===== src/design/bei_ram.sv =====
// ============================================================================
// bei_ram
// Generic single-port-write, single-port-read RAM with registered read data.
// ============================================================================
module bei_ram #(
  parameter int WIDTH = 8,
  parameter int DEPTH = 16
) (
  input  logic                                       clk_i,
  input  logic                                       we_i,
  input  logic [((DEPTH > 1) ? $clog2(DEPTH) : 1)-1:0] waddr_i,
  input  logic [WIDTH-1:0]                           wdata_i,
  input  logic                                       re_i,
  input  logic [((DEPTH > 1) ? $clog2(DEPTH) : 1)-1:0] raddr_i,
  output logic [WIDTH-1:0]                           rdata_o
);

  logic [WIDTH-1:0] mem_q [DEPTH];

  always_ff @(posedge clk_i) begin
    if (we_i) begin
      mem_q[waddr_i] <= wdata_i;
    end
    if (re_i) begin
      rdata_o <= mem_q[raddr_i];
    end
  end

endmodule


===== config.mk =====
export PLATFORM = sky130hd
export DESIGN_NAME = bei_ram
export DESIGN_NICKNAME = d
export VERILOG_FILES = /design/src/design/bei_ram.sv
export SDC_FILE = /design/constraint.sdc
export NUM_CORES = 1
export LEC_CHECK = 0
export BUFFER_PORTS_ARGS = -buffer_cell sky130_fd_sc_hd__buf_2
export CAP_MARGIN = 20
export CORE_ASPECT_RATIO = 1.75
export CORE_MARGIN = 5
export CORE_UTILIZATION = 35
export CTS_CLUSTER_DIAMETER = 80
export CTS_CLUSTER_SIZE = 28
export DETAILED_ROUTE_END_ITERATION = 10
export SYNTH_ARGS = -nofsm -noshare
export SYNTH_HDL_FRONTEND = slang
export SYNTH_SLANG_ARGS = --single-unit
export TNS_END_PERCENT = 100

===== constraint.sdc =====
create_clock -name clk_i -period 2 [get_ports clk_i]
set_input_delay 0.4 -clock clk_i [delete_from_list [all_inputs] [get_ports clk_i]]
set_output_delay 0.4 -clock clk_i [all_outputs]
set_load 0.005 [all_outputs]

Word-level counts from Yosys, hierarchy flattened. Memory sizes are Yosys's and may differ from the RTL's. A register that Yosys moved wholly into a read port is not among the register bits. Index checks and enable logic that the tools add are counted.

Output and inout port bits: 8. Memories kept: 1. Input bits: 19. Register bits after elaboration: 0. RAM bits: 128. Bits in read-only memories: 0. Latch bits: 0. Word-level logic and storage cells: 3.

Memory list: mem_q (depth 16, bits a word 8, rd ports 1, clocked after Yosys merged registers in 1, wr ports 1, RTL line 18) `logic [WIDTH-1:0] mem_q [DEPTH];`.

Bitwise logic cells: 0. $lt $le $gt $ge: 0. Equal/unequal tests: 0. Reduce and logical (&&, ||, !) cells: 0. Add/sub/neg operators: 0. Divide/modulo/power cells: 0. Shifts and indexed selects: 0. Multiply operators: 0. Muxes and demuxes: 2.

Operator list (number): 1-bit two-way mux (2).

Longest topological paths before layout. Gate-level depths: netlist of the first run.

Word-level depth: 2. Mapped depth: 5. Depth with buffers taken out: 3.

Worst setup path after synthesis of the first run. Ideal clock, no wire load.

Path kind: input port to flip-flop. From: input port waddr_i[2] (netlist bit). To: memory mem_q[0][0], enable pin. Slack: 0.107 ns. Data required time: 1.617 ns. Stages on the path: 2. Buffers on the path: 0. Arrival: 1.510 ns. Library setup time: 0.383 ns. Cell sequence: or3b_2 nor3_1.

RTL lines: from (decl) (RTL line 11) `input logic [((DEPTH > 1) ? $clog2(DEPTH) : 1)-1:0] waddr_i,`; to (decl) (RTL line 18).

No word-level cell before the write port.

==> metrics.md, run 1 <==
| Metric | Value |
|---|---|
| CTS tree | done |
| Final wirelength | 10.2 mm |
| Setup TNS | 0 ns |
| Worst rel slew slack | 71.5% |
| Leakage | 2.11 nW |
| Congestion Overflow GR | 0 |
| Die ar. | 17600 um2 |
| Worst vdd ir | 468 uV |
| Synth cell count leaders | edfxtp_1, mux4_2, a22oi_1 |
| Crit path kind | in2reg |
| Worst min path class | in2reg |
| CP arrival | between 1.5 and 2 ns |
| Post_cts resized | 0 |
| RSZ-0062 raised after global routing | no |
| Post-CTS Setup Repair Bufs | 0 |
| Startpoint class of the critical path | primary input |
| Clk_lat worst skew | 0.41 ns |
| Area delta synth->final | 19.8% |
| Vias post-DR | 2434 |
| DR vias/cell | 5.01 |
| Die width | 102 um |
| Post-DR wirelength/cell | around 21 um |
| Fin crit share | 76.8% |
| Asr flop ratio synth | 0% |
| CTS Buffer Depth | 2 |
| First-pass GRT wire length | 15.7 mm |
| Number of primary I/O pins | 27 |
| Pwr Density | 1000 nW/um2 |
| Setup violators final | 0 |
| Row count | 59 |
| Ys Warns | 0 |
| TritonCTS Buffers | 17 |
| Largest net degree at the start of global routing | 33 |
| Number of diodes | 0 |
| Area leader, netlist | edfxtp_1 |
| Final Hold Fails | 0 |
| DRC Markers | 0 |
| Fin. max-slew vios | 0 |
| Final GP Congestion | 0.722 |
| Status | finished clean |
| # Max-Cap Violations | 0 |
| Fmax achieved | roughly 650 MHz |
| Crit end category | flop |
| Sequential area share after synthesis | roughly 78% |
| GRT Util Overall | 12.7% |
| Hpwl dp | 7.10 mm |
| Setup Skew | 0.0149 ns |
| Die height | 172 um |
| ANT nets after route | 0 |
| Number of global-route vias before repair | around 2600 |
| Avg Inst Size Synth | 22.8 um2 |
| WP data required | 2.15 ns |
| Worst slew pin tran | 0.428 ns |
| Initial antenna violation count | 0 |
| Post-Syn Nets | ~250 |
| Synth top area share | 78.1% |
| Hold_ws | 0.366 ns |
| Critical path fanouts, max | 19 |
| Layout cells sized above 1 | about a third |
| FF+latch count, synth | 136 |
| Pre-antenna DRT Iters | 6 |
| Initial Utilization | 35.4% |
| Sink Count | 136 |
| Post-synth EDFFs | 136 |
| Mapped cell area | 5230 um2 |
| # hold bufs at CTS | 0 |
| Synth unique cells | 18 |
| Most frequent cell after synthesis | edfxtp_1 |
| CTS H-tree depth | 4 |
| Clk root buf | clkbuf_16 |
| Synth area leaders | edfxtp_1, mux4_2, mux4_1 |
| First DRT Iteration DRCs | 94 |
| Reg clk slew, reported paths | 0.06 ns |
| Final nets | 310 |
| Cells after synthesis | 229 |
| Min Tclk post-route | 1.54 ns |
| Std-Cell Core Area | 14800 um2 |
| Port-buffer cells | 26 |
| Main flop type after synthesis | edfxtp_1 |
==> layout make-up <==
type / instances / area [um2]
Fill cell: 1312 / 8500
Clock buffer: 20 / 437
Sequential cell: 136 / 4080
Multi-Input combinational cell: 83 / 1060
Clock inverter: 11 / 83.8
Timing Repair Buffer: 53 / 370
Tap cell: 183 / 229
==> cells by family (layout without fill, tap and decap cells) <==
family / after synthesis / after routing / share of synthesized area [%]
flip-flops: 136 / 136 / 78.1
AND/OR/NAND/NOR: 35 / 35 / 3.14
multiplexers: 32 / 32 / 14.8
AO/OA/AOI/OAI: 16 / 16 / 2.30
buffers and inverters: 10 / 84 / 1.65
==> power breakdown <==
group	total, W	switching, W	leakage, nW	internal, W
sequential	0.00323	0.0000155	1.24	0.00321
combinational	0.000300	0.000166	0.630	0.000134
clock	0.00274	0.00106	0.248	0.00167
total	0.00627	0.00124	2.11	0.00502
==> worst paths after layout <==
check | start | end | slack, ns | cells after the start
worst min register to register | mem_q[7][0] | rdata_o[0] | 0.73 | 3
worst max register to register | mem_q[1][5] | rdata_o[5] | 0.52 | 3
worst max-delay path | raddr_i[0] | rdata_o[2] | 0.46 | 6
worst min-delay path | re_i | rdata_o[4] | 0.37 | 1
==> metal layers <==
metal / wire length (um) / up-vias / share of wire (%) / GRT usage, %
li1: - / 1102 / - / -
met1: 3800 / 1269 / 37 / 13.6
met2: 5910 / 50 / 58 / 23.4
met3: 308 / 13 / 3.0 / 2.92
met4: 210 / 0 / 2.1 / 5.83
met5: 0 / - / 0 / 0
==> registers in the layout, indices dropped and copies added (netlist names) <==
register,flops
rdata_o,8
mem_q,128
==> worst max-delay path, cell delays in order <==
cell and delay (ns):
buf_2 0.13, buf_12 0.20, buf_4 0.16, mux4_2 0.50, a22oi_1 0.21, nand2_1 0.07
==> cell usage in the layout, fill, tap and decap left out <==
cell | Yosys | layout
buf_4 | 1 | 24
edfxtp_1 | 136 | 136
nor2b_1 | 1 | 1
mux4_2 | 18 | 18
bufinv_16 | 0 | 1
nor2_1 | 13 | 13
and2_1 | 1 | 1
and2b_1 | 1 | 1
nand3_1 | 1 | 1
or3b_2 | 1 | 1
a22oi_1 | 16 | 16
buf_12 | 0 | 3
clkinv_2 | 0 | 4
nand2b_1 | 2 | 2
clkinv_1 | 0 | 3
mux4_1 | 14 | 14
nor3_1 | 4 | 4
clkbuf_16 | 0 | 17
nand2_1 | 9 | 9
clkbuf_1 | 0 | 3
clkinvlp_4 | 0 | 3
buf_2 | 3 | 26
nand3b_1 | 2 | 2
==> through the flow <==
stage | utilization (%) | cells | worst slack [ns] | instance area, um2 | power, W
floorplan | - | 229 | 0.107 | 5230 | 0.00345
global placement | 38.9 | 455 | 0.0239 | 5740 | 0.00359
detailed placement | 38.9 | 455 | 0.0315 | 5740 | 0.00360
CTS | 42.4 | 486 | 0.453 | 6260 | 0.00633
global route | 42.4 | 486 | 0.433 | 6260 | 0.00648
finish | 42.4 | 486 | 0.464 | 6260 | 0.00627
No activity file was read; power rests on OpenSTA's default activity.
==> run 2, diff against run 1 <==
--- a/config.mk
+++ b/config.mk
@@ -5,6 +5,7 @@
 export SDC_FILE = /design/constraint.sdc
 export NUM_CORES = 1
 export LEC_CHECK = 0
+export ABC_AREA = 1
 export BUFFER_PORTS_ARGS = -buffer_cell sky130_fd_sc_hd__buf_2
 export CAP_MARGIN = 20
 export CORE_ASPECT_RATIO = 1.75
==> constraint.sdc (replaced) <==
create_clock -name clk_i -period 1.35 [get_ports clk_i]
set_input_delay 0.27 -clock clk_i [delete_from_list [all_inputs] [get_ports clk_i]]
set_output_delay 0.27 -clock clk_i [all_outputs]
set_load 0.005 [all_outputs]
==> run 2 against run 1 <==
Effect of this change: non-clock buffer count increased by 6; worst hold slack got worse by 0.13 ns; critical path depth shrank 5; utilization up 0.37 points; final cell count up 73%; wire length increased by 28%; synthesized area rose by 12%; register-to-register slack lost 0.25 ns; setup slack worse by 0.35 ns; combinational power rose by 93%; critical path type is now reg2out; largest cell class unchanged; largest power group is now clock.
==> metrics.md, run 2 <==
| Metric | Value |
|---|---|
| Status | finished clean |
| Synth cell count leaders | nand2_1, edfxtp_1, inv_1 |
| Fillers | ~1600 |
| Post-DR wirelength/cell | 15.6 um |
| Area delta synth->final | 20.3% |
| Final core occ | 42.8% |
| Hpwl dp | 9.10 mm |
| DR WL met3 | a little over 300 um |
| Crit end category | output port |
| WP data required | around 1.1 ns |
| Final Hold Fails | 0 |
| R2R cell count | 6 |
| Area of the multi-input gates | approximately 1200 um2 |
| Initial antenna violation count | 0 |
| Layout cells sized above 1 | 14.2% |
| CP arrival | 0.97 ns |
| Post-Syn Nets | 570 |
| Synth top area share | 69.8% |
| Setup TNS | 0 ns |
| Fin crit share | 91.7% |
| Number of diodes | 0 |
| Reg area | 4080 um2 |
| DRC Markers | 0 |
| Std-Cell Core Area | between 15000 and 20000 um2 |
| Largest net degree at the start of global routing | 51 |
| DR top layer | met4 |
| Cell Count, Final, Fillers Out | 842 |
| Met2 routed WL | between 7 and 8 mm |
| Post-synth EDFFs | 136 |
| Reg-to-Reg End | rdata_o[1] |
| Sequential area share after synthesis | 69.8% |
| Number of primary I/O pins | 27 |
| RSZ-0062 raised after global routing | no |
| CTS Buffer Depth | 2 |
| # hold bufs at CTS | 0 |
| Final nets | 624 |
| Clk_lat worst skew | 0.41 ns |
| Cells after synthesis | 551 |
| First DRT Iteration DRCs | approximately 260 |
| DR vias/cell | ~4.5 |
| Fin. max-slew vios | 0 |
| R2R Setup Slk | around 0.27 ns |
| CTS H-tree depth | 4 |
| Commonest non-fill, non-tap cell in the layout | nand2_1 |
| Most frequent cell after synthesis | nand2_1 |
| Mapped cell area | 5850 um2 |
| Setup Skew | 0.00543 ns |
| Crit path kind | reg2out |
| Setup violators final | 0 |
| Min-delay src | re_i |
| Biggest register | mem_q |
| Largest regs | mem_q x128, rdata_o x8 |
| CP top delay family | flip-flops |
| Reg clk slew, reported paths | 0.06 ns |
| Clk root buf | clkbuf_16 |
| Die ar. | 19500 um2 |
| First-pass GRT wire length | 21.1 mm |
| Post_cts resized | 0 |
| Pwr Density | between 1000 and 1500 nW/um2 |
| Final GP Congestion | approximately 0.81 |
| Leakage | ~3.0 nW |
| Row count | 62 |
| Sink Count | 136 |
| Synth area leaders | edfxtp_1, nand2_1, nand3_1 |
| Die width | 108 um |
| Inst Count DP | 810 |
| Congestion Overflow GR | 0 |
| ANT nets after route | 0 |
| Worst vdd ir | 746 uV |
| Asr flop ratio synth | 0% |
| Worst-path cell chain | buf_2 |
| Critical path fanouts, max | 1 |
| Vias post-DR | 3788 |
| Synth unique cells | 11 |
| TritonCTS Buffers | 17 |
| GRT Util Overall | 14.3% |
| Avg Inst Size Synth | 10.6 um2 |
| FF+latch count, synth | around 140 |
| Largest register FFs | 128 |
| Number of global-route vias before repair | 3991 |
| Final wirelength | 13.1 mm |
| # Max-Cap Violations | 0 |
| CTS tree | done |
| Hold EP | rdata_o[3] |
| Routed met1 length | between 5 and 6 mm |
| Worst-path cell with the longest stage delay | edfxtp_1 |
| Worst slew pin tran | 0.588 ns |
| Post-CTS Setup Repair Bufs | 0 |
| Port-buffer cells | 26 |
| Worst rel slew slack | 60.7% |
| Worst hold path depth | 1 |
| Pre-antenna DRT Iters | 4 |
| Commonest non-fill, non-tap cells in the layout | nand2_1, edfxtp_1, inv_1, nand3_1, buf_4 |
| Min Tclk post-route | 1.24 ns |
| Initial Utilization | 35.6% |
| Area leader, netlist | edfxtp_1 |
| Ys Warns | 0 |
| Startpoint class of the critical path | flop |
| Critical path's largest stage delay | 0.41 ns |
| Fmax achieved | around 810 MHz |
| FF-to-FF Start | mem_q[5][1] |
| Main flop type after synthesis | edfxtp_1 |
| CP bufs+invs | 1 |
| Worst min path class | in2reg |
| Die height | roughly 180 um |
[run 2: cell type report]
| type | count | area share, % |
|---|---|---|
| Timing Repair Buffer | 59 | 6.26 |
| Tap cell | 224 | 3.98 |
| Clock inverter | 14 | 2.92 |
| Sequential cell | 136 | 58.0 |
| Clock buffer | 18 | 6.10 |
| Inverter | 102 | 5.44 |
| Multi-Input combinational cell | 289 | 17.3 |
[run 2: worst max path at each step]
stage / startpoint / endpoint / slack, ns / cells past startpoint
6_report: rdata_o[4] / rdata_o[4] / 0.11 / 1
5_1_grt: rdata_o[2] / rdata_o[2] / 0.07 / 1
4_1_cts: rdata_o[2] / rdata_o[2] / 0.08 / 1
3_5_place_dp: raddr_i[0] / rdata_o[7] / -0.09 / 9
3_3_place_gp: raddr_i[0] / rdata_o[7] / -0.06 / 9
2_1_floorplan: waddr_i[2] / mem_q[10][0] / 0.13 / 2
[run 2: cells by family (layout without fill, tap and decap cells)]
family / count (synthesis) / count (layout) / share of synthesized area (%)
and+or+nand+nor: 289 / 289 / 20.8
DFF: 136 / 136 / 69.8
buffers and inverters: 126 / 193 / 9.39
[run 2: layer usage]
layer	track usage [%]	up-vias
met2	26.9	67
met1	15.7	1819
met5	0	-
met3	2.00	15
met4	6.17	0
li1	-	1887
[run 2: per-stage QoR]
stage | instance area [um2] | power [W] | setup WS, ns | hold WS (ns)
after detailed placement | 6400 | 0.00547 | -0.0865 | 0.655
after global placement | 6400 | 0.00546 | -0.0606 | 0.658
after CTS | 7040 | 0.0104 | 0.0822 | 0.226
after global routing | 7040 | 0.0106 | 0.0731 | 0.231
after floorplan | 5850 | 0.00520 | 0.129 | 0.369
final | 7040 | 0.0103 | 0.112 | 0.234
[run 2: power by group]
group / internal, W / switching [W]
clock network: 0.00325 / 0.00167
registers: 0.00476 / 0.0000296
logic: 0.000194 / 0.000386
total: 0.00821 / 0.00208
[run 2: worst reg2reg max path, stage by stage, from the launching register on]
cell and delay [ns]:
edfxtp_1 0.36, inv_1 0.06, nand2_1 0.04, nand3_1 0.08, nand3_1 0.13, nand3_1 0.12, nand2_1 0.05
